<file path="src/rtl/mtsg_pkg.sv">
package mtsg_pkg;

  localparam int MAX_TOP_K_DEF   = 8;
  localparam int MAX_EXPERTS_DEF = 128;

  localparam int ScoreW  = 16;
  localparam int ExpertW = 7;
  localparam int WeightW = 16;
  localparam int TopKW   = 4;
  localparam int LimitW  = 8;
  localparam int ExpW    = 33;  // Q1.32 value up to and including 1.0

  localparam logic [ExpW-1:0] ONE_Q32      = 33'h1_0000_0000;
  localparam logic [31:0]     EXP_NEG1_Q32 = 32'd1580030168;
  localparam logic [3:0]      HORNER_TERMS = 4'd12;

  // Register indexes (bit 2 of the byte address)
  localparam logic REG_TOP_K = 1'b0;
  localparam logic REG_LIMIT = 1'b1;

  typedef struct packed {
    logic signed [ScoreW-1:0] score;
    logic                     last_score;
  } in_t;

  typedef struct packed {
    logic [ExpertW-1:0] expert;
    logic [WeightW-1:0] weight;
    logic               last_pick;
  } out_t;

  typedef struct packed {
    logic                     valid;
    logic signed [ScoreW-1:0] score;
    logic [ExpertW-1:0]       expert;
    logic [ExpW-1:0]          e;
  } cell_t;

  typedef enum logic [1:0] {
    OP_HOLD,
    OP_INSERT,
    OP_ROT,
    OP_CLR
  } cell_op_e;

  typedef struct packed {
    cell_op_e                 op;
    logic                     ins;
    logic signed [ScoreW-1:0] score;
    logic [ExpertW-1:0]       expert;
  } cell_ctrl_t;

  // floor(p / k) for the Horner divisors: multiply by m = ceil(2^(32+l) / k) with
  // l = ceil(log2 k) and keep the bits above 32 + l; exact for every 32-bit p
  function automatic logic [31:0] div_const(input logic [31:0] p, input logic [3:0] k);
    logic [32:0] m;
    logic [2:0]  l;
    logic [64:0] prod;
    logic [32:0] hi;
    case (k)
      4'd1:    begin m = 33'h1_0000_0000;  l = 3'd0; end
      4'd2:    begin m = 33'h1_0000_0000;  l = 3'd1; end
      4'd3:    begin m = 33'd5726623062;   l = 3'd2; end
      4'd4:    begin m = 33'h1_0000_0000;  l = 3'd2; end
      4'd5:    begin m = 33'd6871947674;   l = 3'd3; end
      4'd6:    begin m = 33'd5726623062;   l = 3'd3; end
      4'd7:    begin m = 33'd4908534053;   l = 3'd3; end
      4'd8:    begin m = 33'h1_0000_0000;  l = 3'd3; end
      4'd9:    begin m = 33'd7635497416;   l = 3'd4; end
      4'd10:   begin m = 33'd6871947674;   l = 3'd4; end
      4'd11:   begin m = 33'd6247225158;   l = 3'd4; end
      4'd12:   begin m = 33'd5726623062;   l = 3'd4; end
      default: begin m = 33'h1_0000_0000;  l = 3'd0; end
    endcase
    prod = 65'(p) * 65'(m);
    hi   = prod[64:32] >> l;
    return hi[31:0];
  endfunction

endpackage

</file>
<file path="src/rtl/mtsg_div.sv">
module mtsg_div #(
  parameter int NumW = 53,
  parameter int DenW = 36
) (
  input  logic                        clk_i,
  input  logic                        rst_ni,
  input  logic                        start_i,
  input  logic [NumW-1:0]             num_i,
  input  logic [DenW-1:0]             den_i,
  output logic                        done_o,
  output logic [mtsg_pkg::WeightW-1:0] q_o
);
  import mtsg_pkg::*;

  localparam int QW = WeightW + 1;

  logic            busy_q, done_q;
  logic [NumW-1:0] rem_q;
  logic [DenW-1:0] den_q;
  logic [4:0]      b_q;
  logic [QW-1:0]   q_q;
  logic [NumW-1:0] den_sh;

  assign den_sh = NumW'(den_q) << b_q;
  assign done_o = done_q;
  assign q_o    = q_q[WeightW] ? {WeightW{1'b1}} : q_q[WeightW-1:0];

  always_ff @(posedge clk_i or negedge rst_ni) begin
    if (!rst_ni) begin
      busy_q <= 1'b0;
      done_q <= 1'b0;
    end else begin
      done_q <= busy_q && (b_q == '0);
      if (start_i) busy_q <= 1'b1;
      else if (b_q == '0) busy_q <= 1'b0;
    end
  end

  // one quotient bit per cycle, largest first
  always_ff @(posedge clk_i) begin
    if (start_i) begin
      rem_q <= num_i;
      den_q <= den_i;
      b_q   <= 5'(WeightW);
      q_q   <= '0;
    end else if (busy_q) begin
      if (rem_q >= den_sh) begin
        rem_q     <= rem_q - den_sh;
        q_q[b_q]  <= 1'b1;
      end
      if (b_q != '0) b_q <= b_q - 5'd1;
    end
  end

endmodule

</file>
<file path="config.mk">
export PLATFORM = sky130hd
export DESIGN_NAME = mtsg_div
export DESIGN_NICKNAME = d
export VERILOG_FILES = /design/src/rtl/mtsg_pkg.sv /design/src/rtl/mtsg_div.sv
export SDC_FILE = /design/constraint.sdc
export NUM_CORES = 1
export LEC_CHECK = 0
export ABC_CLOCK_PERIOD_IN_PS = 12200
export BUFFER_PORTS_ARGS = -buffer_cell sky130_fd_sc_hd__buf_2
export CAP_MARGIN = 20
export CORE_ASPECT_RATIO = 0.7
export CORE_MARGIN = 3
export CORE_UTILIZATION = 30
export CTS_CLUSTER_DIAMETER = 150
export DETAILED_ROUTE_END_ITERATION = 7
export REMOVE_ABC_BUFFERS = 1
export SYNTH_ARGS = -nofsm -noshare
export SYNTH_HDL_FRONTEND = slang
export SYNTH_SLANG_ARGS = --single-unit
</file>
<file path="constraint.sdc">
create_clock -name clk_i -period 12.2 [get_ports clk_i]
set_input_delay 2.44 -clock clk_i [delete_from_list [all_inputs] [get_ports clk_i]]
set_output_delay 2.44 -clock clk_i [all_outputs]
set_load 0.03 [all_outputs]
</file>
==> flow_metrics.py <==
metrics = {
    "run_status": {
        "status": "finished, final reports clean",
    },
    "sta": {
        "finClkSkew_ns": 0.0112,
        "tightest_slew_ns": 0.967,
        "rsz0062_at_grt": "false",
        "fin_setup_tns_ns": 0,
        "slew_viol_final": 0,
        "hold_slack_ns": 0.458,
        "finalCriticalPeriod_ns": 5.61,
        "relSlewSlack": 0.351,
        "setup_viol": 0,
        "min_period_over_period": 0.460,
        "fmax_mhz": 178,
        "finalHoldViolCount": 0,
    },
    "clock_network": {
        "cts-root-buf": "clkbuf_16",
        "cts_buffer_depth": 2,
        "cts_sinks": 113,
        "hold_buffers": 0,
        "post_cts_resized": 0,
        "htreeDepth": 4,
        "postCtsSetupBuffers": 0,
        "clkTransAtPathRegs_ns": 0.06,
        "cts_made_buffers": 17,
        "clk_latency_ns": 0.46,
        "cts_tree": "done",
    },
    "die": {
        "ios": 109,
        "initial_utilization": 0.310,
        "die-height_microns": 157,
        "die_w_microns": 222,
        "die_area_sq_um": 35000,
        "placement_rows": 54,
        "coreArea_sq_um": 31700,
    },
    "routing": {
        "vias": 8928,
        "vias_per_cell": 5.49,
        "wl_microns": 32000,
        "drt_iter0_markers": 1038,
        "drc": 0,
        "drtPass1Iterations": 5,
        "wl_per_cell_microns": 19.7,
        "ant_nets": 0,
    },
    "worst_setup_path": {
        "reg2reg_to": "rem_q[4]",
        "rr_startpoint": "b_q[0]",
        "critPathKind": "register to register",
        "ff2ff_path_depth": 17,
        "cp.arrival_ns": 5.69,
        "crit_required_ns": 12.28,
        "cp-end-kind": "register",
        "path_max_fanout": 53,
        "timing.critical_path.from_type": "register",
        "rrSetupSlack_ns": 6.59,
    },
    "placed_design": {
        "port_buffers": 108,
        "hpwl_microns": 25000,
        "gp_congestion": 0.956,
    },
    "global_route": {
        "antenna_found_initial": 1,
        "grt_pass1_wl_microns": 48900,
        "gr-total-overflow": 0,
        "grt_max_degree": 80,
        "grtUsageTotal": 0.182,
        "grt_pass1_vias": 8332,
    },
    "synth": {
        "synth_flop_cell": "edfxtp_1",
        "synthArstFlopShare": 0.0177,
        "synth_edf_count": 89,
        "synth_area_sq_um": 9820,
        "postSynthAreaPerCell_sq_um": 8.67,
        "seq_area_frac_synth": 0.322,
        "ys_types": 87,
        "syn_inst": 1132,
        "ys_warn_count": 0,
        "synth-seq-cells": 113,
    },
    "layout": {
        "fin_nets": 1344,
        "antenna_cells": 0,
        "drive_above_1_share": 0.191,
        "area_delta_synth_final_pct": 14.0,
    },
    "min_path": {
        "worstHoldStart": "q_q[10]",
        "hp-class": "register to register",
        "min_to": "q_q[10]",
        "whs_path_depth": 1,
    },
    "job": {
        "maxCapViolCount": 0,
    },
}
## cell usage after synthesis, drive strengths merged, types with 12 or more instances
cell	count	area, sq um
nand2	198	748
a21oi	98	513
o21ai	93	469
edfxtp	89	2670
nor2	89	342
ha	57	713
clkbuf	48	206
inv	35	131
mux2i	34	340
a21o	25	190
buf	25	158
mux4	25	563
dfxtp	22	440
nand3	20	105
xnor2	20	175
nand4	18	113
nor3	18	90.1
xor2	18	158
or2	15	93.8
o21bai	12	90.1
o2bb2ai	12	105
## worst max path at each step
stage / to / slack (ns) / cells past startpoint / start
2_1_floorplan: rem_q[0] / 3.19 / 15 / b_q[0]
3_3_place_gp: rem_q[19] / 6.77 / 17 / b_q[0]
3_5_place_dp: rem_q[18] / 6.65 / 17 / b_q[0]
4_1_cts: rem_q[43] / 6.62 / 17 / b_q[0]
5_1_grt: rem_q[43] / 6.17 / 17 / b_q[0]
6_report: rem_q[4] / 6.59 / 17 / b_q[0]
## flip-flops by register name, indices dropped and copies added, names as in the netlist
signal  cells
q_q        17
b_q         5
rem_q      53
done_o      1
den_q      36
busy_q      1
## per-layer routing
| layer | global-route usage | share of wire |
|---|---|---|
| met5 | 0 | 0.00041 |
| met4 | 0.0420 | 0.012 |
| met3 | 0.0518 | 0.088 |
| met2 | 0.245 | 0.39 |
| met1 | 0.282 | 0.51 |
## placed cells by master (no fill, tap or decap), types with 7 or more instances in the layout
cell type / instances
clkbuf_16: 17
o21bai_1: 12
o2bb2ai_1: 12
or2_2: 14
o21ai_0: 82
nand2b_1: 9
nand2_1: 196
o21ai_1: 9
inv_1: 34
nor2_1: 88
or3_1: 10
a31oi_1: 7
mux4_2: 25
ha_1: 57
nand4_1: 18
mux2i_1: 34
nor3_1: 18
xor2_1: 18
buf_2: 107
buf_4: 10
a21o_1: 23
dfxtp_1: 20
edfxtp_1: 89
nand3_1: 19
a21oi_1: 94
o21a_1: 9
xnor2_1: 20
a211oi_1: 10
nor2b_1: 7
o31ai_1: 8
## cell families after synthesis
logic type | Yosys count | synth area share
compound gates | 339 | 0.232
xor+xnor | 38 | 0.0339
simple gates | 407 | 0.185
buf+inv | 112 | 0.0529
fa+ha+maj | 58 | 0.0747
mux | 65 | 0.0989
flops | 113 | 0.322
## stage by stage
stage	area, sq um	utilization	std cells	setup slack [ns]
3_5_place_dp	10600	0.334	1595	6.65
2_1_floorplan	9440	-	1058	3.19
6_report	11200	0.353	1627	6.59
3_3_place_gp	10600	0.334	1595	6.77
4_1_cts	11200	0.353	1627	6.62
5_1_grt	11200	0.353	1627	6.17
## critical path, stage by stage, from the launching register on
cell       delay [ns]
dfxtp_2          0.31
buf_4            0.50
clkinv_1         0.43
a21oi_1          0.38
mux2i_1          0.17
o21ai_0          0.28
nand2_1          0.12
ha_1             0.45
nand3_2          0.16
nor2_4           0.30
a2111oi_2        0.18
a2111oi_4        0.47
o211ai_2         0.15
a21oi_2          0.25
o21a_4           0.20
a21boi_4         0.09
o21ai_4          0.12
buf_4            0.62
## layout make-up
class                      count  area [sq um]
fill                        3298         20500
multi-input combinational    907          6150
sequential                   113          3170
timing repair buffer         117           611
tap                          420           526
clock buffer                  17           425
clock inverter                15           174
inverter                      38           143
Power is left out: the tool's default activity adds up to more than one toggle a clock period on the data nets, which glitch-free logic cannot reach.
