`config.mk`:
```
export PLATFORM = sky130hd
export DESIGN_NAME = mtsg_exp
export DESIGN_NICKNAME = d
export VERILOG_FILES = /design/src/rtl/mtsg_pkg.sv /design/src/rtl/mtsg_exp.sv
export SDC_FILE = /design/constraint.sdc
export NUM_CORES = 2
export LEC_CHECK = 0
export BUFFER_PORTS_ARGS = -buffer_cell sky130_fd_sc_hd__buf_2
export CELL_PAD_IN_SITES_DETAIL_PLACEMENT = 0
export CELL_PAD_IN_SITES_GLOBAL_PLACEMENT = 1
export CORE_ASPECT_RATIO = 2
export CORE_MARGIN = 3
export CORE_UTILIZATION = 50
export DETAILED_ROUTE_END_ITERATION = 8
export PLACE_DENSITY = 0.76
export SYNTH_ARGS = -nofsm -noshare
export SYNTH_HDL_FRONTEND = slang
export SYNTH_SLANG_ARGS = --single-unit
```
`constraint.sdc`:
```
create_clock -name clk_i -period 11.1 [get_ports clk_i]
set_input_delay 0.555 -clock clk_i [delete_from_list [all_inputs] [get_ports clk_i]]
set_output_delay 0.555 -clock clk_i [all_outputs]
set_load 0.01 [all_outputs]
```
`src/rtl/mtsg_pkg.sv`:
```
package mtsg_pkg;

  localparam int MAX_TOP_K_DEF   = 8;
  localparam int MAX_EXPERTS_DEF = 128;

  localparam int ScoreW  = 16;
  localparam int ExpertW = 7;
  localparam int WeightW = 16;
  localparam int TopKW   = 4;
  localparam int LimitW  = 8;
  localparam int ExpW    = 33;  // Q1.32 value up to and including 1.0

  localparam logic [ExpW-1:0] ONE_Q32      = 33'h1_0000_0000;
  localparam logic [31:0]     EXP_NEG1_Q32 = 32'd1580030168;
  localparam logic [3:0]      HORNER_TERMS = 4'd12;

  // Register indexes (bit 2 of the byte address)
  localparam logic REG_TOP_K = 1'b0;
  localparam logic REG_LIMIT = 1'b1;

  typedef struct packed {
    logic signed [ScoreW-1:0] score;
    logic                     last_score;
  } in_t;

  typedef struct packed {
    logic [ExpertW-1:0] expert;
    logic [WeightW-1:0] weight;
    logic               last_pick;
  } out_t;

  typedef struct packed {
    logic                     valid;
    logic signed [ScoreW-1:0] score;
    logic [ExpertW-1:0]       expert;
    logic [ExpW-1:0]          e;
  } cell_t;

  typedef enum logic [1:0] {
    OP_HOLD,
    OP_INSERT,
    OP_ROT,
    OP_CLR
  } cell_op_e;

  typedef struct packed {
    cell_op_e                 op;
    logic                     ins;
    logic signed [ScoreW-1:0] score;
    logic [ExpertW-1:0]       expert;
  } cell_ctrl_t;

  // floor(p / k) for the Horner divisors: multiply by m = ceil(2^(32+l) / k) with
  // l = ceil(log2 k) and keep the bits above 32 + l; exact for every 32-bit p
  function automatic logic [31:0] div_const(input logic [31:0] p, input logic [3:0] k);
    logic [32:0] m;
    logic [2:0]  l;
    logic [64:0] prod;
    logic [32:0] hi;
    case (k)
      4'd1:    begin m = 33'h1_0000_0000;  l = 3'd0; end
      4'd2:    begin m = 33'h1_0000_0000;  l = 3'd1; end
      4'd3:    begin m = 33'd5726623062;   l = 3'd2; end
      4'd4:    begin m = 33'h1_0000_0000;  l = 3'd2; end
      4'd5:    begin m = 33'd6871947674;   l = 3'd3; end
      4'd6:    begin m = 33'd5726623062;   l = 3'd3; end
      4'd7:    begin m = 33'd4908534053;   l = 3'd3; end
      4'd8:    begin m = 33'h1_0000_0000;  l = 3'd3; end
      4'd9:    begin m = 33'd7635497416;   l = 3'd4; end
      4'd10:   begin m = 33'd6871947674;   l = 3'd4; end
      4'd11:   begin m = 33'd6247225158;   l = 3'd4; end
      4'd12:   begin m = 33'd5726623062;   l = 3'd4; end
      default: begin m = 33'h1_0000_0000;  l = 3'd0; end
    endcase
    prod = 65'(p) * 65'(m);
    hi   = prod[64:32] >> l;
    return hi[31:0];
  endfunction

endpackage

```
`src/rtl/mtsg_exp.sv`:
```
module mtsg_exp (
  input  logic                      clk_i,
  input  logic                      rst_ni,
  input  logic                      start_i,
  input  logic [mtsg_pkg::ScoreW-1:0] d_i,
  output logic                      done_o,
  output logic [mtsg_pkg::ExpW-1:0] v_o
);
  import mtsg_pkg::*;

  localparam logic [1:0] E_IDLE = 2'd0;
  localparam logic [1:0] E_MUL  = 2'd1;
  localparam logic [1:0] E_DIV  = 2'd2;
  localparam logic [1:0] E_POW  = 2'd3;

  logic [1:0]      st_q;
  logic [31:0]     x_q;
  logic [ExpW-1:0] v_q;
  logic [31:0]     p_q;
  logic [3:0]      k_q;
  logic [7:0]      n_q;
  logic [64:0]     prod_h;
  logic [64:0]     prod_p;

  assign prod_h = x_q * v_q;
  assign prod_p = v_q * EXP_NEG1_Q32;
  assign done_o = (st_q == E_POW) && ((n_q == '0) || (v_q == '0));
  assign v_o    = v_q;

  always_ff @(posedge clk_i or negedge rst_ni) begin
    if (!rst_ni) begin
      st_q <= E_IDLE;
    end else begin
      case (st_q)
        E_IDLE:  if (start_i) st_q <= E_MUL;
        E_MUL:   st_q <= E_DIV;
        E_DIV:   st_q <= (k_q == 4'd1) ? E_POW : E_MUL;
        E_POW:   if (done_o) st_q <= E_IDLE;
        default: st_q <= E_IDLE;
      endcase
    end
  end

  always_ff @(posedge clk_i) begin
    case (st_q)
      E_IDLE: begin
        x_q <= {d_i[7:0], 24'd0};
        n_q <= d_i[15:8];
        v_q <= ONE_Q32;
        k_q <= HORNER_TERMS;
      end
      E_MUL: p_q <= prod_h[63:32];
      E_DIV: begin
        v_q <= ONE_Q32 - {1'b0, div_const(p_q, k_q)};
        k_q <= k_q - 4'd1;
      end
      E_POW: begin
        if (!done_o) begin
          v_q <= {1'b0, prod_p[63:32]};
          n_q <= n_q - 8'd1;
        end
      end
      default: ;
    endcase
  end

endmodule

```
==> impl_metrics.tcl <==
set metrics [dict create \
    status "finished with violations" \
    failed_checks "max-capacitance violations, max-slew violations" \
    wl_per_cell_um 30.68 \
    cts.sinks 108 \
    synth_top_area_share_pct 46.87 \
    vias 49300 \
    drive_gt1_share_pct 6.051 \
    design.die.area_um2 130900 \
    drt_iter0_markers 3569 \
    clk_latency_ps 470 \
    synth_edf_count 85 \
    num_rows 183 \
    final_common_cell "inv_1" \
    root_buffer "clkbuf_16" \
    ant_nets 0 \
    fin_util_pct 53.72 \
    yosys_warnings 0 \
    post-dp-hpwl_mm 222.9 \
    crit_path_frequent_cell "fa_1" \
    synth_fp_nets 8920 \
    ys_top_cells_by_area "fa_1, ha_1, inv_1" \
    dr.pass1.iters 6 \
    clk_pin_slew_ps 120 \
    drv_slew 4 \
    yosys.area.top_type "fa_1" \
    cp-endpoint "v_o[31]" \
    slew_headroom_pct -1.711 \
    cts_tree "built" \
    synth-seq-cells 108 \
    r2r.worst_path.cells 28 \
    max_stage_delay_ps 890 \
    worstPathMaxFanout 12 \
    reg2reg_to "v_o[31]" \
    die_w_um 257.3 \
    first_global_vias 55330 \
    antenna_found_initial 24 \
    finalSetupViolCount 0 \
    track_usage_pct 40.64 \
    portBuffers 52 \
    min_period_over_period_pct 98.14 \
    drv_cap 1 \
    fmax_mhz 91.80 \
    rrSetupSlack_ps 210 \
    finClkSkew_ps 40.65 \
    async_reset_ff_share_pct 1.852 \
    synth_area_um2 63170 \
    cts_max_level 3 \
    routed_via_density 5.806 \
    path_buf_inv 5 \
    initial_core_util_pct 50.62 \
    dieHeight_um 508.7 \
    fin_total_pwr_uw 846.5 \
    crit_cells 28 \
    fin_crit_ps 10890 \
    coreArea_um2 124800 \
    place.gp.congestion 1.125 \
    p_leak_uw 0.03470 \
    cts_buffers 9 \
    rsz0062_at_grt "false" \
    fin_setup_tns_ps 0 \
    grt_max_degree 52 \
    worst_ir_drop_vdd_uv 74.35 \
    p_per_area_nw_per_um2 12.63 \
    tightest_slew_ps 1515 \
    grt_pass1_wl_mm 372.4 \
    critical_path.endpoint_type "flip-flop" \
    start_kind "flip-flop" \
    yosysSeqAreaShare_pct 4.785 \
    grt_overflow 0 \
    wl_mm 260.5 \
    critPathArrivalTime_ps 11200 \
    final_cell_mix "inv_1, fa_1, ha_1, nand2_1, and2_1" \
    crit_family "adder cells" \
    synth.avg_cell_area_um2 9.420 \
    synth_cell_types 106 \
    placed_area_um2 66580 \
    hold-worst-slack_ps 281.1 \
    final_area_um2 67030 \
    ys.flop_type "edfxtp_1" \
    postSynthCellCount 6706 \
    clock_path_buffers 2 \
    route.detailed.drc 0 \
    nets 9018 \
    cp.required_ps 11410 \
    path_class "reg -> reg" \
    area_delta_synth_final_pct 6.110 \
    hold_class "in -> reg" \
    pin_count 53 \
    hold_viol 0 \
    slowest_stage "dfxtp_1" \
]
-- worst min path at each step --
stage                start  depth (start not counted)      end
floorplan           rst_ni                          0  st_q[0]
global placement    rst_ni                          1  st_q[0]
detailed placement  rst_ni                          1  st_q[0]
CTS                 d_i[1]                          1  x_q[25]
global route        d_i[1]                          1  x_q[25]
finish              d_i[1]                          1  x_q[25]
-- cells in the mapped netlist (7+ instances only) --
master and number:
inv_1 1826, fa_1 1479, ha_1 716, nand2_1 561
and2_1 459, clkbuf_1 192, a21oi_1 173, nor2_1 156
o21ai_0 123, edfxtp_1 85, a21o_1 67, xnor2_1 67
nand3_1 65, nand4_1 59, nor3_1 57, xor2_1 37
o211ai_1 31, a211oi_1 26, or3_1 26, o21a_1 23
or2_2 23, and3_1 22, nor4_1 22, dfxtp_1 21
mux2i_1 21, nor2b_1 21, a31oi_1 20, o31ai_1 19
o21bai_1 17, nand2b_1 16, o2111ai_1 16, or4_1 14
a211o_1 13, o21ai_1 12, o211a_1 11, buf_2 10
o22ai_1 10, a21boi_0 9, o31a_1 9, nand3b_1 8
a221o_1 7, buf_1 7
-- cells by family (layout without fill, tap and decap cells) --
| group | Yosys count | in the layout | share of synthesized area [%] |
|---|---|---|---|
| XOR/XNOR | 104 | 104 | 1.442 |
| other | 0 | 17 | 0 |
| flip-flops | 108 | 108 | 4.785 |
| multiplexers | 33 | 33 | 0.6536 |
| buffers and inverters | 2042 | 2145 | 12.21 |
| adder cells (fa/ha/maj) | 2195 | 2195 | 61.05 |
| AND/OR/NAND/NOR | 1551 | 1551 | 12.56 |
| AO/OA/AOI/OAI | 673 | 673 | 7.297 |
-- metrics by stage --
step,cells,setup WS (ps)
finish,8491,206.8
global route,8482,16.17
CTS,8467,179.7
detailed placement,8450,181.0
global placement,8450,290.9
floorplan,6706,2099
-- repair_timing --
action | CTS | global route
setup endpoints to repair | 0 | 19
hold endpoints to repair | 2 | 0
hold buffers | 1 | 0
buffers inserted | 0 | 7
gates resized for setup | 0 | 8
-- power by group --
part	internal [µW]	switching (µW)
clock	176	236
combinational	2.50	1.92
sequential	430	0
total	608	238
-- routing by layer --
metal	GRT usage [%]	vias up	wire, µm
li1	-	20700	-
met2	71.78	2402	131100
met3	7.524	1255	16740
met4	46.88	4	39740
met1	36.11	24930	72880
met5	0	-	23
-- worst register-to-register path: cells and delay by family, from the launching register on --
family                   cells  cell delay (ps)
adder cells (fa/ha/maj)      9             4790
AND/OR/NAND/NOR              7             2290
AO/OA/AOI/OAI                6             1690
flip-flops                   1              890
multiplexers                 1              670
buffers and inverters        5              390
-- cell type report --
cell class | instances | area [µm²]
multi-input cells | 4556 | 52500
diodes | 17 | 42.54
repair buffers | 302 | 2202
flip-flops and latches | 108 | 3029
inverters | 1827 | 6858
fillers | 11750 | 57760
clock buffers | 10 | 250.2
well taps | 1665 | 2083
clock inverters | 6 | 72.57
Note: power is estimated with default switching activity, not from simulation.
