$ cat src/rtl/mtsg_pkg.sv
package mtsg_pkg;

  localparam int MAX_TOP_K_DEF   = 8;
  localparam int MAX_EXPERTS_DEF = 128;

  localparam int ScoreW  = 16;
  localparam int ExpertW = 7;
  localparam int WeightW = 16;
  localparam int TopKW   = 4;
  localparam int LimitW  = 8;
  localparam int ExpW    = 33;  // Q1.32 value up to and including 1.0

  localparam logic [ExpW-1:0] ONE_Q32      = 33'h1_0000_0000;
  localparam logic [31:0]     EXP_NEG1_Q32 = 32'd1580030168;
  localparam logic [3:0]      HORNER_TERMS = 4'd12;

  // Register indexes (bit 2 of the byte address)
  localparam logic REG_TOP_K = 1'b0;
  localparam logic REG_LIMIT = 1'b1;

  typedef struct packed {
    logic signed [ScoreW-1:0] score;
    logic                     last_score;
  } in_t;

  typedef struct packed {
    logic [ExpertW-1:0] expert;
    logic [WeightW-1:0] weight;
    logic               last_pick;
  } out_t;

  typedef struct packed {
    logic                     valid;
    logic signed [ScoreW-1:0] score;
    logic [ExpertW-1:0]       expert;
    logic [ExpW-1:0]          e;
  } cell_t;

  typedef enum logic [1:0] {
    OP_HOLD,
    OP_INSERT,
    OP_ROT,
    OP_CLR
  } cell_op_e;

  typedef struct packed {
    cell_op_e                 op;
    logic                     ins;
    logic signed [ScoreW-1:0] score;
    logic [ExpertW-1:0]       expert;
  } cell_ctrl_t;

  // floor(p / k) for the Horner divisors: multiply by m = ceil(2^(32+l) / k) with
  // l = ceil(log2 k) and keep the bits above 32 + l; exact for every 32-bit p
  function automatic logic [31:0] div_const(input logic [31:0] p, input logic [3:0] k);
    logic [32:0] m;
    logic [2:0]  l;
    logic [64:0] prod;
    logic [32:0] hi;
    case (k)
      4'd1:    begin m = 33'h1_0000_0000;  l = 3'd0; end
      4'd2:    begin m = 33'h1_0000_0000;  l = 3'd1; end
      4'd3:    begin m = 33'd5726623062;   l = 3'd2; end
      4'd4:    begin m = 33'h1_0000_0000;  l = 3'd2; end
      4'd5:    begin m = 33'd6871947674;   l = 3'd3; end
      4'd6:    begin m = 33'd5726623062;   l = 3'd3; end
      4'd7:    begin m = 33'd4908534053;   l = 3'd3; end
      4'd8:    begin m = 33'h1_0000_0000;  l = 3'd3; end
      4'd9:    begin m = 33'd7635497416;   l = 3'd4; end
      4'd10:   begin m = 33'd6871947674;   l = 3'd4; end
      4'd11:   begin m = 33'd6247225158;   l = 3'd4; end
      4'd12:   begin m = 33'd5726623062;   l = 3'd4; end
      default: begin m = 33'h1_0000_0000;  l = 3'd0; end
    endcase
    prod = 65'(p) * 65'(m);
    hi   = prod[64:32] >> l;
    return hi[31:0];
  endfunction

endpackage

$ cat src/rtl/mtsg_cell.sv
module mtsg_cell (
  input  logic               clk_i,
  input  logic               rst_ni,
  input  mtsg_pkg::cell_ctrl_t ctrl_i,
  input  logic               en_i,
  input  logic               prev_keep_i,
  input  mtsg_pkg::cell_t    prev_i,
  input  mtsg_pkg::cell_t    next_i,
  output mtsg_pkg::cell_t    data_o,
  output logic               keep_o
);
  import mtsg_pkg::*;

  logic  valid_q, valid_d;
  cell_t pay_q, pay_d;

  // hold position when this entry beats the new score (ties stay ahead)
  assign keep_o = valid_q && en_i && (pay_q.score >= ctrl_i.score);

  always_comb begin
    valid_d = valid_q;
    pay_d   = pay_q;
    case (ctrl_i.op)
      OP_INSERT: begin
        if (ctrl_i.ins) begin
          if (!en_i) begin
            valid_d = 1'b0;
          end else if (!keep_o) begin
            if (prev_keep_i) begin
              valid_d       = 1'b1;
              pay_d.score   = ctrl_i.score;
              pay_d.expert  = ctrl_i.expert;
            end else begin
              valid_d = prev_i.valid;
              pay_d   = prev_i;
            end
          end
        end
      end
      OP_ROT: begin
        valid_d = next_i.valid;
        pay_d   = next_i;
      end
      OP_CLR:  valid_d = 1'b0;
      default: ;
    endcase
  end

  always_ff @(posedge clk_i or negedge rst_ni) begin
    if (!rst_ni) begin
      valid_q <= 1'b0;
    end else begin
      valid_q <= valid_d;
    end
  end

  always_ff @(posedge clk_i) begin
    pay_q <= pay_d;
  end

  always_comb begin
    data_o       = pay_q;
    data_o.valid = valid_q;
  end

endmodule

$ cat config.mk
export PLATFORM = sky130hd
export DESIGN_NAME = mtsg_cell
export DESIGN_NICKNAME = d
export VERILOG_FILES = /design/src/rtl/mtsg_pkg.sv /design/src/rtl/mtsg_cell.sv
export SDC_FILE = /design/constraint.sdc
export NUM_CORES = 1
export LEC_CHECK = 0
export ABC_CLOCK_PERIOD_IN_PS = 8650
export BUFFER_PORTS_ARGS = -buffer_cell sky130_fd_sc_hd__buf_2
export CAP_MARGIN = 20
export CORE_MARGIN = 5
export CORE_UTILIZATION = 45
export DETAILED_ROUTE_END_ITERATION = 10
export HOLD_SLACK_MARGIN = 0.03
export PLACE_DENSITY = 0.83
export SLEW_MARGIN = 20
export SYNTH_ARGS = -nofsm -noshare
export SYNTH_HDL_FRONTEND = slang
export SYNTH_SLANG_ARGS = --single-unit
$ cat constraint.sdc
create_clock -name clk_i -period 8.65 [get_ports clk_i]
set_clock_uncertainty 0.2 [all_clocks]
set_input_delay 0.865 -clock clk_i [delete_from_list [all_inputs] [get_ports clk_i]]
set_output_delay 0.865 -clock clk_i [all_outputs]
set_load 0.005 [all_outputs]
==> results.cfg, run 1 <==
[critical_path]
r2r_end = data_o[10]
critPathCaptureType = output pin
worstSetupPathType = primary input to output pin
cp-start-kind = primary input
crit_fanout = 4
cp.required_ns = 7.59
worst_ep_arrival_time_ns = 2.77
worstRegToRegCells = 8
r2r_slack_ns = 5.62
r2r-start = data_o[54]

[pwr]
p_leak_nw = 2.252
power_density_mw_per_mm2 = 167.6
ir_drop_uv = 138.8
power_uw = 738.0

[floorplan]
std_cell_rows = 30
die_x_um = 92.94
dieArea_mm2 = 0.008638
ios = 202
die_y_um = 92.94
core_mm2 = 0.006756
start_util = 0.4581

[timing]
whs_ns = 0.1074
slew_headroom = 0.4824
finalSetupViolCount = 0
setup_tns_ns = 0
slew_violations = 0
hold_violations = 0
rsz0062_at_grt = no
clock.fmax_mhz = 260.8
tightest_slew_ns = 0.7764
finalCriticalPeriod_ns = 3.835
finalCritPeriodShare = 0.4433

[clocking]
post-cts-setup-buffers = 0
cts.path.max_buffers = 2
clk_latency_ns = 0.33
htree_levels = 3
cts-root-buf = clkbuf_8
clock_sinks = 57
cts.hold.buffers_added = 0
ctsResizeCount = 0
cts_tree = done
clk_pin_slew_ns = 0.06
cts_made_buffers = 9

[cells_and_area]
stdcell_area_mm2 = 0.004404
antenna_cells = 0
fin_nets = 675
drive_above_1_share = 0.4404
area_delta_synth_final_pct = 42.28
stdcell_count = 600

[detailed_routing]
num_vias = 2938
postRouteAntennaNets = 0
wl_per_cell_um = 15.01
dr.pass1.iters = 4
wl_um = 9005
via_per_inst = 4.897
drt_iter0_drc = 98
drcViolationCount = 0

[global_route]
grt_pass1_vias = 2895
grt_overflow = 0
grt.total_usage = 0.2018
grt_pass1_wl_um = 13680
grt_max_degree = 47
antenna_found_initial = 0

[placed_design]
placed_cells = 584
port_buffers = 201
placed_area_mm2 = 0.004187
place.gp.congestion = 0.8878
dp_hpwl_um = 7165

[logic_synthesis]
yosysUniqueCellTypes = 30
ys_ff_latch = 57
syn_area_per_cell_um2 = 9.796
yosys_warnings = 0
synth_fp_nets = 476
yosysSeqAreaShare = 0.5513
netlist_instances = 316
netlist_area_mm2 = 0.003095

[status]
status = completed

[min_path]
hold_class = primary input to asynchronous set/reset pin

[run]
cap_violations = 0
[how the worst max path moves through the flow]
| stage | from | to | slack [ns] | depth (start not counted) |
|---|---|---|---|---|
| 2_1_floorplan | ctrl_i[22] | data_o[0] | 3.32 | 8 |
| 3_3_place_gp | ctrl_i[22] | keep_o | 4.85 | 9 |
| 3_5_place_dp | ctrl_i[22] | keep_o | 4.80 | 9 |
| 4_1_cts | ctrl_i[22] | keep_o | 4.80 | 9 |
| 5_1_grt | ctrl_i[22] | keep_o | 4.72 | 9 |
| 6_report | ctrl_i[22] | keep_o | 4.82 | 9 |
[report_power, final]
group / internal [mW] / switching, mW / total, mW
Clock: 0.162 / 0.110 / 0.272
Combinational: 0.0617 / 0.0655 / 0.127
Sequential: 0.331 / 0.00723 / 0.338
[flip-flops by register name, summed over array words and instances, names as in the netlist]
name	count
data_o	56
valid_q	1
[area by class of cell]
| cell class | count | area (um^2) |
|---|---|---|
| timing repair buffer | 205 | 1036 |
| inverter | 18 | 67.56 |
| multi-input combinational | 224 | 1276 |
| tap | 80 | 100.1 |
| clock inverter | 7 | 93.84 |
| clock buffer | 9 | 123.9 |
| fill | 568 | 2352 |
| sequential | 57 | 1707 |
[metrics by stage]
stage                     setup slack, ns  utilization
after detailed placement            4.804       0.6196
after global routing                4.716       0.6519
after CTS                           4.805       0.6519
after floorplan                     3.316            -
after global placement              4.854       0.6196
final                               4.815       0.6519
[routing by layer]
metal  up-vias  share of wire  routed length [um]  global-route usage
met5         -              0                   0                   0
met4         0          0.021                 185             0.07570
met3        19          0.072                 644             0.04630
met2       123           0.52                4714              0.3545
met1      1315           0.38                3461              0.2395
li1       1481              -                   -                   -
[layout by cell type, fill, tap and decap left out, types with 2 or more instances in the layout]
cell type,netlist,routed
a21oi_1,6,6
bufinv_16,0,2
clkinvlp_4,0,2
mux2i_1,23,23
ha_1,16,16
clkbuf_8,0,9
inv_1,18,18
clkinv_2,0,2
buf_2,2,201
o21ai_0,26,25
edfxtp_1,56,56
buf_4,1,4
nor2_1,3,3
nand2_1,130,130
nand4_1,2,2
[cell families after synthesis]
family / count (synthesis) / share of synthesized area
buffers and inverters: 35 / 0.04446
multiplexers: 23 / 0.07437
AND/OR/NAND/NOR: 145 / 0.1924
AO/OA/AOI/OAI: 40 / 0.07276
flip-flops: 57 / 0.5513
adder cells (fa/ha/maj): 16 / 0.06467
[cells in the mapped netlist]
library cell,count,area share
nand2b_1,1,0.0020
or3_1,1,0.0020
o31ai_1,1,0.0024
dfrtp_1,1,0.0081
nor2_1,3,0.0036
nand4b_1,1,0.0028
nand4_2,1,0.0040
mux2i_1,23,0.074
clkbuf_1,14,0.017
or4_4,1,0.0036
a211o_2,1,0.0032
buf_2,2,0.0032
o2111ai_1,1,0.0028
nand4_1,2,0.0040
a21oi_1,6,0.0097
a21oi_2,1,0.0028
a31oi_1,1,0.0020
ha_1,16,0.065
a21o_1,1,0.0024
o21bai_1,1,0.0024
inv_1,18,0.022
edfxtp_1,56,0.54
nor4_2,1,0.0040
buf_4,1,0.0024
o21ai_0,26,0.042
nor3_1,1,0.0016
and4_1,1,0.0028
nand2_1,130,0.16
nor2b_1,2,0.0040
o221ai_1,1,0.0028
[critical path, stage by stage]
cell,delay (ns)
buf_2,0.10
inv_1,0.04
ha_1,0.33
nand4_2,0.15
nor4_2,0.07
a211o_2,0.34
or4_4,0.53
nand2_1,0.18
buf_2,0.16
Power figures use the tool's default switching activity.
==> run 2: changes to the inputs <==
--- a/config.mk
+++ b/config.mk
@@ -5,14 +5,15 @@
 export SDC_FILE = /design/constraint.sdc
 export NUM_CORES = 1
 export LEC_CHECK = 0
-export ABC_CLOCK_PERIOD_IN_PS = 8650
+export ABC_AREA = 1
+export ABC_CLOCK_PERIOD_IN_PS = 3300
 export BUFFER_PORTS_ARGS = -buffer_cell sky130_fd_sc_hd__buf_2
 export CAP_MARGIN = 20
 export CORE_MARGIN = 5
-export CORE_UTILIZATION = 45
+export CORE_UTILIZATION = 39
 export DETAILED_ROUTE_END_ITERATION = 10
 export HOLD_SLACK_MARGIN = 0.03
-export PLACE_DENSITY = 0.83
+export PLACE_DENSITY = 0.76
 export SLEW_MARGIN = 20
 export SYNTH_ARGS = -nofsm -noshare
 export SYNTH_HDL_FRONTEND = slang
==> constraint.sdc (replaced) <==
create_clock -name clk_i -period 3.3 [get_ports clk_i]
set_clock_uncertainty 0.2 [all_clocks]
set_input_delay 0.33 -clock clk_i [delete_from_list [all_inputs] [get_ports clk_i]]
set_output_delay 0.33 -clock clk_i [all_outputs]
set_load 0.005 [all_outputs]
==> results.cfg, run 2 <==
[pwr]
ir_drop_uv = 303.1
power_density_mw_per_mm2 = 450.4
p_leak_nw = 2.224

[cells_and_area]
final_common_cell = buf_2
largest_reg_flops = 56
final_cell_mix = buf_2, nand2_1, edfxtp_1
drive_above_1_share = 0.4980
fill_cells = 667
stdcell_area_mm2 = 0.004492
area_delta_synth_final_pct = 43.37
antenna_cells = 0
fin_nets = 663

[critical_path]
cp-start-kind = register
cp.required_ns = 3.08
worstSetupPathType = register to register
crit_path_max_incr_delay_ns = 0.40
cp_num_buf_inv = 1
crit_cells = 11
path_delay_family = simple AND/OR/NAND/NOR gates
cp_cell_sequence = ha_1, a21oi_1, o21ai_1, nor2_1, nand2_1, nand2_1, nand3_2, nand2_2, a21boi_2, nor2_2, buf_4
crit_path_top_delay_cell = edfxtp_1
worst_ep_arrival_time_ns = 2.38
cp_common_cell = nand2_1
worstRegToRegCells = 11
crit_fanout = 33
critPathCaptureType = register

[floorplan]
start_util = 0.4034
ios = 202
die_y_um = 99.63
std_cell_rows = 32
core_mm2 = 0.007767
die_x_um = 99.63
dieArea_mm2 = 0.009926

[logic_synthesis]
yosysSeqAreaShare = 0.5447
ys_async_sr_fraction = 0.01754
synth_top_family_by_area = simple AND/OR/NAND/NOR gates
ys_ff_latch = 57
yosys.area.top_type_share = 0.5367
yosysUniqueCellTypes = 24
netlist_instances = 299
synth_fa_ha_area_frac = 0.06390
yosysMostFrequentCell = nand2_1
synth_common_cells = nand2_1, edfxtp_1, inv_1, nor2_1, a31oi_1
synthMuxAreaShare = 0.1186
synth_compound_area_frac = 0.06749
yosys.area_share.simple = 0.1454
netlist_area_mm2 = 0.003133
yosys_warnings = 0
synth_edf_count = 56
syn_area_per_cell_um2 = 10.48
synth.area.top_cells = edfxtp_1, nand2_1, mux2_2
synthXorXnorAreaFrac = 0
ys.flop_type = edfxtp_1
synth_fp_nets = 459
synth_top_area_cell = edfxtp_1

[clocking]
cts_tree = done
htree_levels = 3
cts_made_buffers = 9
clk_pin_slew_ns = 0.07
ctsResizeCount = 0
clk_latency_ns = 0.33
cts.path.max_buffers = 2
clock_sinks = 57
cts-root-buf = clkbuf_8

[timing]
clock.fmax_mhz = 384.9
tightest_slew_ns = 0.4720
slew_headroom = 0.6854
finalSetupViolCount = 0
setup_tns_ns = 0
slew_violations = 0
rsz0062_at_grt = no
finalCriticalPeriod_ns = 2.598
finalCritPeriodShare = 0.7873
hold_violations = 0

[detailed_routing]
num_vias = 2956
postRouteAntennaNets = 0
wl_per_cell_um = 14.75
via_per_inst = 4.846
wl_um = 8998
drcViolationCount = 0
dr.pass1.iters = 4
drt_iter0_drc = 55

[global_route]
grt.total_usage = 0.1803
grt_max_degree = 47
grt_pass1_vias = 3096
grt_overflow = 0
antenna_found_initial = 0
grt_pass1_wl_um = 13940

[placed_design]
place.gp.congestion = 0.8810
port_buffers = 201
placed_area_mm2 = 0.004248
dp_hpwl_um = 7200

[run]
cap_violations = 0

[status]
status = completed

[min_path]
hold_path_depth = 2
hold_class = primary input to register
[run 2: cell count changes after synthesis, moves of 15 or more]
cell | previous run | this run
nor2_1 | 3 | 27
nand2_1 | 130 | 69
inv_1 | 18 | 33
mux2_2 | 0 | 22
a31oi_1 | 1 | 24
mux2i_1 | 23 | 0
o21ai_0 | 26 | 2
[run 2: final timing paths]
kind	endpoint	from	slack, ns
min	data_o[7]	next_i[7]	0.08
max reg2reg	data_o[3]	data_o[55]	0.70
min in group asynchronous	valid_q	rst_ni	0.10
max	data_o[3]	data_o[55]	0.70
min reg2reg	valid_q	valid_q	0.35
max in group asynchronous	valid_q	rst_ni	2.71
[run 2: routing by layer]
layer	global-route usage	vias up	share of wire
li1	-	1445	-
met1	0.1821	1337	0.36
met2	0.3130	152	0.49
met3	0.07924	22	0.12
met4	0.09454	0	0.027
met5	0	-	0
[run 2: kinds of logic after synthesis]
logic type	after synthesis
mux	33
simple gates	111
compound gates	35
buf+inv	47
fa+ha+maj	16
flops	57
[run 2: what timing repair did]
action	4_1_cts	5_1_grt
hold endpoints to repair	1	0
setup endpoints to repair	0	0
hold buffers	1	0
buffers inserted	0	0
[run 2: final cells by class]
| type | count | area [um^2] | area share |
|---|---|---|---|
| Timing Repair Buffer | 207 | 1054 | 0.2345 |
| Clock buffer | 10 | 127.6 | 0.02841 |
| Inverter | 33 | 123.9 | 0.02758 |
| Clock inverter | 6 | 106.4 | 0.02368 |
| Sequential cell | 57 | 1707 | 0.3799 |
| Tap cell | 102 | 127.6 | 0.02841 |
| Multi-Input combinational cell | 195 | 1246 | 0.2774 |
[run 2: stage by stage]
step	util	setup WS [ns]	total power [mW]	std cells	hold WS [ns]
global placement	0.5469	0.7319	1.255	593	-0.09294
CTS	0.5783	0.6975	2.047	610	0.06853
detailed placement	0.5469	0.6497	1.270	593	-0.09394
floorplan	-	0.3122	1.081	299	-0.1656
global route	0.5783	0.5046	2.130	610	0.06573
finish	0.5783	0.7020	2.023	610	0.08326
[run 2: power breakdown]
group	switching (mW)	total (mW)	internal (mW)
registers	0.0198	0.892	0.872
logic	0.183	0.360	0.176
clock network	0.273	0.771	0.498
total	0.477	2.02	1.55
[run 2: worst register-to-register path: cells and delay by family (launching register included)]
| kind | cells | cell delay (ns) |
|---|---|---|
| compound gates | 3 | 0.34 |
| fa+ha+maj | 1 | 0.36 |
| buf+inv | 1 | 0.37 |
| flops | 1 | 0.40 |
| simple gates | 6 | 0.58 |
==> run 3: changes to the inputs <==
--- a/config.mk
+++ b/config.mk
@@ -6,14 +6,14 @@
 export NUM_CORES = 1
 export LEC_CHECK = 0
 export ABC_AREA = 1
-export ABC_CLOCK_PERIOD_IN_PS = 3300
+export ABC_CLOCK_PERIOD_IN_PS = 2680
 export BUFFER_PORTS_ARGS = -buffer_cell sky130_fd_sc_hd__buf_2
 export CAP_MARGIN = 20
 export CORE_MARGIN = 5
-export CORE_UTILIZATION = 39
+export CORE_UTILIZATION = 43
 export DETAILED_ROUTE_END_ITERATION = 10
 export HOLD_SLACK_MARGIN = 0.03
-export PLACE_DENSITY = 0.76
+export PLACE_DENSITY = 0.79
 export SLEW_MARGIN = 20
 export SYNTH_ARGS = -nofsm -noshare
 export SYNTH_HDL_FRONTEND = slang
==> constraint.sdc (replaced) <==
create_clock -name clk_i -period 2.68 [get_ports clk_i]
set_clock_uncertainty 0.2 [all_clocks]
set_input_delay 0.268 -clock clk_i [delete_from_list [all_inputs] [get_ports clk_i]]
set_output_delay 0.268 -clock clk_i [all_outputs]
set_load 0.005 [all_outputs]
==> results.cfg, run 3 (synthesized netlist as in run 2, its figures left out) <==
[critical_path]
critPathCaptureType = output pin
worst_ep_arrival_time_ns = 1.96
cp-start-kind = register
cp_cell_sequence = ha_1, nand2_2, inv_1, a21oi_1, nand3_1, nand2_1, nand2_1, nand2_1, nand3_2, nand2_2, inv_1, buf_2
cp_num_buf_inv = 3
cp.required_ns = 2.21
path_delay_family = simple AND/OR/NAND/NOR gates
crit_fanout = 3
crit_path_max_incr_delay_ns = 0.40
cp_common_cell = nand2_1
crit_path_top_delay_cell = edfxtp_1
worstSetupPathType = register to output pin

[status]
status = completed

[timing]
tightest_slew_ns = 0.4853
rsz0062_at_grt = no
finalCriticalPeriod_ns = 2.431
slew_violations = 0
slew_headroom = 0.6765
hold_violations = 0
setup_tns_ns = 0
clock.fmax_mhz = 411.4
finalSetupViolCount = 0
finalCritPeriodShare = 0.9070
whs_ns = 0.05313

[run]
cap_violations = 0

[detailed_routing]
wl_um = 10550
num_vias = 3136
drcViolationCount = 0
via_per_inst = 4.825
drt_iter0_drc = 74
postRouteAntennaNets = 0
wl_per_cell_um = 16.23
dr.pass1.iters = 4

[global_route]
grt_max_degree = 80
grt_overflow = 0
grt.total_usage = 0.2258
grt_pass1_wl_um = 15280
grt_pass1_vias = 3204
antenna_found_initial = 0

[floorplan]
std_cell_rows = 31
core_mm2 = 0.007176
start_util = 0.4366
dieArea_mm2 = 0.009094
die_y_um = 95.36
die_x_um = 95.36
ios = 202

[cells_and_area]
antenna_cells = 0
fin_nets = 706
largest_reg_flops = 56
post-route-util = 0.6907
drive_above_1_share = 0.4610
area_delta_synth_final_pct = 58.19
stdcell_area_mm2 = 0.004956
final_cell_mix = buf_2, nand2_1, edfxtp_1
final_common_cell = buf_2

[pwr]
power_density_mw_per_mm2 = 510.9
ir_drop_uv = 472.4
power_mw = 2.532
p_leak_nw = 2.414

[clocking]
cts.path.max_buffers = 2
clock_sinks = 57
post-cts-setup-buffers = 0
cts_made_buffers = 9
cts_tree = done
htree_levels = 3
clk_latency_ns = 0.32
clk_pin_slew_ns = 0.08
cts-root-buf = clkbuf_8

[placed_design]
place.gp.congestion = 0.7782
placed_area_mm2 = 0.004279
port_buffers = 201
dp_hpwl_um = 7187

[min_path]
hold_class = primary input to register
## run 3: report_power, final
| part | total (mW) | internal, mW | switching, mW |
|---|---|---|---|
| registers | 1.10 | 1.07 | 0.0261 |
| clock network | 0.910 | 0.531 | 0.379 |
| logic | 0.522 | 0.276 | 0.246 |
## run 3: worst register-to-register path, cell delays in order (launching register included)
cell      delay, ns
edfxtp_1       0.40
ha_1           0.33
nand2_2        0.10
inv_1          0.04
a21oi_1        0.13
nand3_1        0.08
nand2_1        0.10
nand2_1        0.05
nand2_1        0.07
nand3_2        0.07
nand2_2        0.09
a21boi_2       0.08
nor2_2         0.14
buf_12         0.19
## run 3: final cells by class
cell class	instances	area (um^2)
Fill cell	543	2220
Clock buffer	9	123.9
Multi-Input combinational cell	195	1251
Inverter	33	123.9
Clock inverter	7	102.6
Tap cell	99	123.9
Timing Repair Buffer	250	1524
Sequential cell	57	1707
## run 3: worst paths after layout
path                            start          to  slack (ns)  depth (start not counted)
setup / recovery           data_o[47]      keep_o        0.25                         12
hold / removal             next_i[29]  data_o[29]        0.05                          2
setup reg to reg           data_o[47]  data_o[55]        0.29                         13
hold reg to reg               valid_q     valid_q        0.37                          2
max in group asynchronous      rst_ni     valid_q        1.58                          3
min in group asynchronous      rst_ni     valid_q        0.59                          3
## run 3: routing by layer
metal / global-route usage / routed length, um / share of wire
met4: 0.06611 / 132 / 0.013
met5: 0 / 0 / 0
met1: 0.2385 / 3842 / 0.36
met3: 0.07972 / 1016 / 0.096
met2: 0.4187 / 5556 / 0.53
## run 3: stage by stage
step           setup WS (ns)  instances
3_3_place_gp          0.3372        589
2_1_floorplan        0.05721        299
3_5_place_dp          0.2934        589
6_report              0.2491        650
4_1_cts               0.2111        648
5_1_grt              0.07840        650
## run 3: timing repair
item / 4_1_cts / 5_1_grt
endpoints found under the hold margin: 25 / 2
setup endpoints to repair: 0 / 0
gates resized for setup: 0 / 0
hold buffers: 43 / 2
